--- src/hdl/esd_pkg.sv ---
// shared types, constants and helpers for the escape sequence decoder
package esd_pkg;

	// decoded byte buffer size; one slot stays unused
	localparam int BUFFER_BYTES = 256;
	localparam int CNT_W = $clog2(BUFFER_BYTES);
	localparam logic [CNT_W-1:0] CAPACITY = CNT_W'(BUFFER_BYTES - 1);

	// most results one item can cause
	localparam int MAX_RES = 3;

	// source characters with a meaning
	localparam logic [7:0] CH_R      = 8'h72;
	localparam logic [7:0] CH_N      = 8'h6e;
	localparam logic [7:0] CH_T      = 8'h74;
	localparam logic [7:0] CH_X      = 8'h78;
	localparam logic [7:0] CH_BSLASH = 8'h5c;

	// decoded control bytes
	localparam logic [7:0] BYTE_CR  = 8'h0d;
	localparam logic [7:0] BYTE_LF  = 8'h0a;
	localparam logic [7:0] BYTE_TAB = 8'h09;

	typedef enum logic {
		OP_CHAR = 1'b0,
		OP_END  = 1'b1
	} op_t;

	typedef enum logic [1:0] {
		MODE_NORMAL = 2'd0,
		MODE_BSLASH = 2'd1,
		MODE_HEX_HI = 2'd2,
		MODE_HEX_LO = 2'd3
	} mode_t;

	typedef enum logic [1:0] {
		ERR_NONE = 2'd0,
		ERR_LONG = 2'd1,
		ERR_ESC  = 2'd2
	} err_t;

	typedef struct packed {
		logic       operation;
		logic [7:0] char_byte;
	} in_item_t;

	typedef struct packed {
		logic [7:0] out_byte;
		logic       byte_valid;
		logic       done_res;
		logic [1:0] status;
		logic [7:0] total_length;
		logic       last_of_run;
	} out_item_t;

	typedef struct packed {
		mode_t            decode_mode;
		logic [3:0]       high_nibble;
		logic [CNT_W-1:0] byte_count;
		logic             line_end_seen;
		err_t             error_code;
	} dec_state_t;

	// results of one item, in order; count is how many are used
	typedef struct packed {
		out_item_t [MAX_RES-1:0] res;
		logic [1:0]              count;
	} bundle_t;

	// {digit ok, nibble}
	function automatic logic [4:0] hex_digit(input logic [7:0] c);
		logic [4:0] r;
		r = '0;
		if (c >= 8'h30 && c <= 8'h39) begin
			r = {1'b1, 4'(c - 8'h30)};
		end else if (c >= 8'h61 && c <= 8'h66) begin
			r = {1'b1, 4'(c - 8'h57)};
		end else if (c >= 8'h41 && c <= 8'h46) begin
			r = {1'b1, 4'(c - 8'h37)};
		end
		return r;
	endfunction

	function automatic out_item_t byte_item(input logic [7:0] b);
		out_item_t r;
		r = '0;
		r.out_byte = b;
		r.byte_valid = 1'b1;
		return r;
	endfunction

	function automatic logic is_line_end(input logic [7:0] b);
		return (b == BYTE_CR) || (b == BYTE_LF);
	endfunction

endpackage

--- src/hdl/esd_decode.sv ---
// single-pass decode of one item: next state and the results it causes
module esd_decode
	import esd_pkg::*;
(
	input  dec_state_t cur,
	input  in_item_t   item,
	output dec_state_t nxt,
	output bundle_t    bundle
);

	logic [CNT_W-1:0] cnt;
	logic             line;
	logic [1:0]       n;
	logic             fresh;
	logic             esc_emit;
	logic [7:0]       esc_byte;
	logic [4:0]       hx;

	// walk the item through escape state, then the fresh-character check
	always_comb begin
		nxt = cur;
		bundle = '0;
		cnt = cur.byte_count;
		line = cur.line_end_seen;
		n = '0;
		fresh = 1'b0;
		esc_emit = 1'b0;
		esc_byte = '0;
		hx = hex_digit(item.char_byte);

		if (item.operation == OP_CHAR) begin
			if (cur.error_code == ERR_NONE) begin
				case (cur.decode_mode)
					MODE_NORMAL: begin
						fresh = 1'b1;
					end
					MODE_BSLASH: begin
						nxt.decode_mode = MODE_NORMAL;
						esc_emit = 1'b1;
						if (item.char_byte == CH_R) begin
							esc_byte = BYTE_CR;
						end else if (item.char_byte == CH_N) begin
							esc_byte = BYTE_LF;
						end else if (item.char_byte == CH_T) begin
							esc_byte = BYTE_TAB;
						end else if (item.char_byte == CH_BSLASH) begin
							esc_byte = CH_BSLASH;
						end else if (item.char_byte == CH_X) begin
							esc_emit = 1'b0;
							nxt.decode_mode = MODE_HEX_HI;
						end else begin
							// unknown escape: keep the backslash, redo the char
							esc_byte = CH_BSLASH;
							fresh = 1'b1;
						end
					end
					MODE_HEX_HI: begin
						if (!hx[4]) begin
							nxt.error_code = ERR_ESC;
							nxt.decode_mode = MODE_NORMAL;
						end else begin
							nxt.high_nibble = hx[3:0];
							nxt.decode_mode = MODE_HEX_LO;
						end
					end
					MODE_HEX_LO: begin
						nxt.decode_mode = MODE_NORMAL;
						if (!hx[4]) begin
							nxt.error_code = ERR_ESC;
						end else begin
							esc_emit = 1'b1;
							esc_byte = {cur.high_nibble, hx[3:0]};
						end
					end
					default: begin
						nxt.decode_mode = MODE_NORMAL;
					end
				endcase

				// byte finished by an escape; its slot was reserved already
				if (esc_emit) begin
					bundle.res[n] = byte_item(esc_byte);
					n = n + 2'd1;
					cnt = cnt + 1'b1;
					if (is_line_end(esc_byte)) begin
						line = 1'b1;
					end
				end

				// fresh source character with capacity check
				if (fresh) begin
					if (cnt >= CAPACITY) begin
						nxt.error_code = ERR_LONG;
						nxt.decode_mode = MODE_NORMAL;
					end else if (item.char_byte == CH_BSLASH) begin
						nxt.decode_mode = MODE_BSLASH;
					end else begin
						bundle.res[n] = byte_item(item.char_byte);
						n = n + 2'd1;
						cnt = cnt + 1'b1;
						if (is_line_end(item.char_byte)) begin
							line = 1'b1;
						end
					end
				end
			end
			nxt.byte_count = cnt;
			nxt.line_end_seen = line;
		end else begin
			// end of command: flush escapes, cr unless line end or error, report
			if (cur.error_code == ERR_NONE) begin
				if (cur.decode_mode == MODE_BSLASH) begin
					bundle.res[n] = byte_item(CH_BSLASH);
					n = n + 2'd1;
					cnt = cnt + 1'b1;
				end else if (cur.decode_mode == MODE_HEX_HI ||
					cur.decode_mode == MODE_HEX_LO) begin
					nxt.error_code = ERR_ESC;
				end
			end
			if (nxt.error_code == ERR_NONE && !line) begin
				if (cnt >= CAPACITY) begin
					nxt.error_code = ERR_LONG;
				end else begin
					bundle.res[n] = byte_item(BYTE_CR);
					n = n + 2'd1;
					cnt = cnt + 1'b1;
				end
			end
			bundle.res[n].done_res = 1'b1;
			bundle.res[n].status = nxt.error_code;
			bundle.res[n].total_length = 8'(cnt);
			n = n + 2'd1;

			nxt.decode_mode = MODE_NORMAL;
			nxt.high_nibble = '0;
			nxt.byte_count = '0;
			nxt.line_end_seen = 1'b0;
			nxt.error_code = ERR_NONE;
		end
		bundle.count = n;
	end

endmodule

--- src/hdl/esd_out_queue.sv ---
// holds one item's results, handed out one per cycle unless res_stall
module esd_out_queue
	import esd_pkg::*;
(
	input  logic      clk,
	input  logic      arst_n,
	input  logic      load,
	input  bundle_t   bundle,
	output logic      free,
	output logic      res_valid,
	input  logic      res_stall,
	output out_item_t res
);

	out_item_t [MAX_RES-1:0] res_s2;
	logic [1:0]              cnt_s2;
	logic                    valid_s2;
	logic [1:0]              idx_q;
	logic                    last;
	logic                    take;

	// current result and whether it closes the item's run
	assign last = (idx_q == (cnt_s2 - 2'd1));
	assign take = valid_s2 && !res_stall;
	assign free = !valid_s2 || (take && last);
	assign res_valid = valid_s2;

	always_comb begin
		res = res_s2[idx_q];
		res.last_of_run = last;
	end

	// control: valid and read index
	always_ff @(posedge clk or negedge arst_n) begin
		if (!arst_n) begin
			valid_s2 <= 1'b0;
			idx_q <= '0;
		end else begin
			if (load) begin
				valid_s2 <= 1'b1;
				idx_q <= '0;
			end else if (take) begin
				if (last) begin
					valid_s2 <= 1'b0;
					idx_q <= '0;
				end else begin
					idx_q <= idx_q + 2'd1;
				end
			end
		end
	end

	// payload
	always_ff @(posedge clk) begin
		if (load) begin
			res_s2 <= bundle.res;
			cnt_s2 <= bundle.count;
		end
	end

	a_load_when_free: assert property (@(posedge clk) disable iff (!arst_n)
		load |-> free)
		else $error("results loaded over undelivered ones");

	a_idx_in_range: assert property (@(posedge clk) disable iff (!arst_n)
		valid_s2 |-> (idx_q < cnt_s2))
		else $error("read index past the item's result count");

	a_idx_advances: assert property (@(posedge clk) disable iff (!arst_n)
		(take && !last && !load) |=> (idx_q == $past(idx_q) + 2'd1))
		else $error("read index did not advance after a taken result");

endmodule

--- src/hdl/escape_sequence_decoder_core.sv ---
// Escape sequence decoder: takes one command character or end item per cycle
// while cmd_stall is low; results pass the input and the result register.
// Throughput: one item per cycle, res_stall low, at most one result per item;
// an item's k results (k <= 3) hold the result register until all are taken.
// Reset (arst_n low, asynchronous) empties both stages and clears decode state.
// Items that yield no result retire from the input stage without waiting.
module escape_sequence_decoder_core
	import esd_pkg::*;
(
	input  logic      clk,
	input  logic      arst_n,
	input  logic      cmd_valid,
	output logic      cmd_stall,
	input  in_item_t  cmd,
	output logic      res_valid,
	input  logic      res_stall,
	output out_item_t res
);

	logic       valid_s1;
	in_item_t   item_s1;
	dec_state_t state_q;
	dec_state_t state_nxt;
	bundle_t    bundle;
	logic       free;
	logic       adv;
	logic       load;
	logic       accept;

	// input stage retires when its results fit in the result register
	assign adv = valid_s1 && ((bundle.count == 2'd0) || free);
	assign load = adv && (bundle.count != 2'd0);
	assign cmd_stall = valid_s1 && !adv;
	assign accept = cmd_valid && !cmd_stall;

	// input register
	always_ff @(posedge clk or negedge arst_n) begin
		if (!arst_n) begin
			valid_s1 <= 1'b0;
		end else begin
			if (accept) begin
				valid_s1 <= 1'b1;
			end else if (adv) begin
				valid_s1 <= 1'b0;
			end
		end
	end

	always_ff @(posedge clk) begin
		if (accept) begin
			item_s1 <= cmd;
		end
	end

	// decode state, updated as each item retires
	always_ff @(posedge clk or negedge arst_n) begin
		if (!arst_n) begin
			state_q.decode_mode <= MODE_NORMAL;
			state_q.high_nibble <= '0;
			state_q.byte_count <= '0;
			state_q.line_end_seen <= 1'b0;
			state_q.error_code <= ERR_NONE;
		end else if (adv) begin
			state_q <= state_nxt;
		end
	end

	esd_decode u_decode (
		.cur    (state_q),
		.item   (item_s1),
		.nxt    (state_nxt),
		.bundle (bundle)
	);

	esd_out_queue u_out_queue (
		.clk       (clk),
		.arst_n    (arst_n),
		.load      (load),
		.bundle    (bundle),
		.free      (free),
		.res_valid (res_valid),
		.res_stall (res_stall),
		.res       (res)
	);

	a_count_bounded: assert property (@(posedge clk) disable iff (!arst_n)
		state_q.byte_count <= CAPACITY)
		else $error("byte count beyond capacity");

	a_error_mode_normal: assert property (@(posedge clk) disable iff (!arst_n)
		(state_q.error_code != ERR_NONE) |-> (state_q.decode_mode == MODE_NORMAL))
		else $error("escape state held while in error");

	a_end_clears: assert property (@(posedge clk) disable iff (!arst_n)
		(adv && item_s1.operation == OP_END) |=>
		(state_q.byte_count == '0 && state_q.error_code == ERR_NONE))
		else $error("state not cleared after end item");

endmodule
--- config.mk ---
export PLATFORM = sky130hd
export DESIGN_NAME = escape_sequence_decoder_core
export DESIGN_NICKNAME = d
export VERILOG_FILES = /design/src/hdl/esd_pkg.sv /design/src/hdl/esd_decode.sv /design/src/hdl/esd_out_queue.sv /design/src/hdl/escape_sequence_decoder_core.sv
export SDC_FILE = /design/constraint.sdc
export NUM_CORES = 1
export LEC_CHECK = 0
export ABC_AREA = 1
export BUFFER_PORTS_ARGS = -buffer_cell sky130_fd_sc_hd__clkbuf_2
export CORE_MARGIN = 2
export CORE_UTILIZATION = 61
export DETAILED_ROUTE_END_ITERATION = 8
export PLACE_DENSITY = 0.8
export SETUP_SLACK_MARGIN = 0.15
export SLEW_MARGIN = 10
export SYNTH_ARGS = -nofsm -noshare
export SYNTH_HDL_FRONTEND = slang
export SYNTH_SLANG_ARGS = --single-unit
--- constraint.sdc ---
create_clock -name clk -period 6.09 [get_ports clk]
set_clock_uncertainty 0.2 [all_clocks]
set_input_delay 0.9135 -clock clk [delete_from_list [all_inputs] [get_ports clk]]
set_output_delay 0.9135 -clock clk [all_outputs]
set_load 0.01 [all_outputs]
==> reports/summary.txt <==
Outcome - complete, no violations
Fill count - 699
Setup_tns - 0 ns
Fmax - 0.195 GHz
Ports - 36
CP required - 4.98 ns
Antenna violations before repair - 0
RSZ-0062 raised after global routing - false
Die footprint - 9330 sq um
CP cell instances - nor2_2 > inv_1 > nor2_4 > inv_2 > nand2_1 > o21ai_0 > inv_1 > ha_1 > inv_1 > nor3_1 > nand4_2 > ha_1 > o21ai_1 > ha_1 > nor2_1 > a21oi_2 > nand3_4 > nand3_1 > inv_1 > clkbuf_2
CP Buf/Inv Count - 6
Clock-pin slew on the worst setup and hold paths - 0.09 ns
P per Cell Area - 348 nW/um^2
Storage cell area - 2390 sq um
Core region area - 8260 sq um
Routed Antenna Nets - 0
Crit-path most repeated cell - inv_1
Post-CTS Repair Setup Buffers - 0
CTS tree - yes
Vias in the first global route - 4148
EDFF count, synth - 62
Async S/R FF share, synth - 25.3%
Delay-heaviest family, CP - simple AND/OR/NAND/NOR gates
Critical Path Stages - 20
Synth Register Bits - 83
Gr usage total - 26.9%
CTS H-Tree Depth - 3
Remaining global-route overflow - 0
Largest net degree at the start of global routing - 54
# hold bufs at CTS - 0
Final period util - 84.3%
Cells after synthesis - 626
CP endpoint kind - primary output
Pre-CTS WS - 1.21 ns
Port buffer count - 35
Layout cells sized above 1 - 16.1%
Multi-input logic area - 2420 sq um
CTS resizes - 0
Post-route DRC - 0
Critical path launch point type - register
Final-report hold violation count - 0
Max Cap Violations - 0
Avg WL per Cell - 15.4 um
Pre-Repair DR Iteration Count - 5
Detailed Route WL - 11.7 mm
Measured slew at the worst slew-check pin - 1.04 ns
Seq/Total Area, Yosys - 45.7%
Overall Power - 1.96 mW
Initial core utilization - 63.3%
Via count - 4260
Standard-cell rows - 33
Maximum VDD drop - 162 uV
Chip height - 96.6 um
Final #Nets - 681
Crit path kind - reg2out
Max Slew Vio Count - 0
CP max-delay cell - dfrtp_1
Unique masters post-synth - 43
Setup violations, final - 0
First-pass GRT wire length - 19.1 mm
Most used DFF post-synth - edfxtp_1
Worst-path maximum fanout - 10
Avg Vias per Cell - 5.59
Min Tclk post-route - 5.14 ns
Avg Cell Area, Syn - 8.35 sq um
Static leakage - 2.58 nW
Die width - 96.6 um
Post-DP HPWL - 8.49 mm
Hold Path Class - reg2reg
Clk root buf - clkbuf_8
Critical Path AT - 4.02 ns
Antenna Cells - 0
TritonCTS Sinks - 83
Worst Slack Setup Final - 0.954 ns
Inserted Clock Buffers - 9
Worst skew pair latency - 0.35 ns
P&R area growth vs syn - 7.49%
Syn_nets - 655
Initial DRC count - 347
Yosys warnings - 0
Worst R2R Path Depth - 19
CTS max path bufs - 2
WHS Path Cells - 2
Worst slew margin - 30.6%
Cell Area, Synth - 5230 sq um
Placer Congestion - 0.962
Max stage delay on crit path - 0.47 ns
## power breakdown
part	total, mW	internal [mW]	switching (mW)
Clock	0.411	0.194	0.217
Combinational	0.678	0.207	0.470
Sequential	0.867	0.772	0.0951
Total	1.96	1.17	0.783
## cell usage after synthesis, drive strengths merged (2+ instances only)
| cell | count | area share [%] |
|---|---|---|
| o21ai | 68 | 7.1 |
| clkbuf | 14 | 1.0 |
| buf | 7 | 1.3 |
| mux2i | 3 | 0.57 |
| xor2 | 13 | 2.2 |
| edfxtp | 62 | 36 |
| nand2 | 134 | 12 |
| o31ai | 3 | 0.43 |
| clkinv | 2 | 0.14 |
| nand3 | 47 | 5.4 |
| a21oi | 17 | 1.8 |
| nor2 | 103 | 8.0 |
| dfrtp | 21 | 10 |
| xnor2 | 2 | 0.34 |
| nor4 | 2 | 0.24 |
| ha | 16 | 3.8 |
| inv | 77 | 5.5 |
| nor3 | 5 | 0.48 |
| nand4 | 19 | 2.4 |
| o211ai | 2 | 0.29 |
## cell families (layout without fill, tap and decap cells)
| logic type | Yosys count | count (layout) | share of synthesized area (%) |
|---|---|---|---|
| adders and majority gates | 16 | 16 | 3.83 |
| AOI/OAI and AO/OA | 97 | 97 | 10.6 |
| muxes | 3 | 3 | 0.574 |
| and+or+nand+nor | 312 | 312 | 28.8 |
| DFF | 83 | 83 | 45.7 |
| xor gates and xnor gates | 15 | 15 | 2.51 |
| buffers and inverters | 100 | 131 | 8.02 |
## registers in the layout, indices dropped and copies added, names as in the netlist
signal,flops
state_q,17
u_out_queue.idx_q,2
u_out_queue.cnt_s2,2
u_out_queue.res_valid,1
item_s1,9
valid_s1,1
u_out_queue.res_s2,51
## stage by stage
stage / hold slack (ns) / cells / utilization, % / instance area (sq um)
after CTS: 0.296 / 762 / 68.1 / 5620
after floorplan: 0.250 / 626 / - / 5230
after global routing: 0.316 / 762 / 68.1 / 5620
after global placement: 0.269 / 746 / 65.6 / 5420
after detailed placement: 0.270 / 746 / 65.6 / 5420
final: 0.296 / 762 / 68.1 / 5620
## placed cells by master (no fill, tap or decap), types with 2 or more instances in the layout
cell type  instances
mux2i_1            3
nor2_1            97
clkbuf_2          35
o31ai_1            3
nand2_4           11
a21oi_2            2
xor2_1            13
dfrtp_1           21
nor4_1             2
clkinv_1           2
o21ai_2            8
nand3_4            3
inv_6              2
nor3_1             5
ha_1              16
nor2_2             3
nand2_1          105
clkinv_4           2
o21ai_1            2
nand3_1           42
nand2_2           18
o21ai_0           58
a21oi_1           15
xnor2_1            2
nor2_4             3
edfxtp_1          62
inv_2              4
inv_1             73
o211ai_1           2
clkbuf_8           9
nand4_1           18
nand3_2            2
## worst min-delay path: stages (launching register included)
cell	delay, ns
dfrtp_1	0.35
nand2_1	0.06
nand2_1	0.06
## metal layers
metal	vias up	share of wire [%]	global-route usage, %
met5	-	0	0
met4	0	1.7	11.0
met3	23	6.6	4.58
met2	145	47	43.9
met1	1972	45	35.9
li1	2120	-	-
## layout make-up
cell class,count,area share (%)
Timing Repair Buffer,36,3.25
Sequential cell,83,42.5
Tap cell,105,2.34
Clock inverter,6,1.29
Inverter,79,5.28
Multi-Input combinational cell,443,43.1
Clock buffer,10,2.27
## path summary, 6_finish.rpt
| check | start | end | slack, ns |
|---|---|---|---|
| max | state_q[16]$_DFFE_PN0P_ | cmd_stall | 0.95 |
| min | state_q[12]$_DFFE_PN0P_ | state_q[12]$_DFFE_PN0P_ | 0.30 |
| max reg2reg | state_q[16]$_DFFE_PN0P_ | u_out_queue.res_s2[33]$_DFFE_PP_ | 1.16 |
| min reg2reg | state_q[12]$_DFFE_PN0P_ | state_q[12]$_DFFE_PN0P_ | 0.30 |
| max in group asynchronous | arst_n | state_q[1]$_DFFE_PN0P_ | 4.88 |
| min in group asynchronous | arst_n | u_out_queue.idx_q[0]$_DFFE_PN0P_ | 0.38 |
No activity file was read; power rests on OpenSTA's default activity.
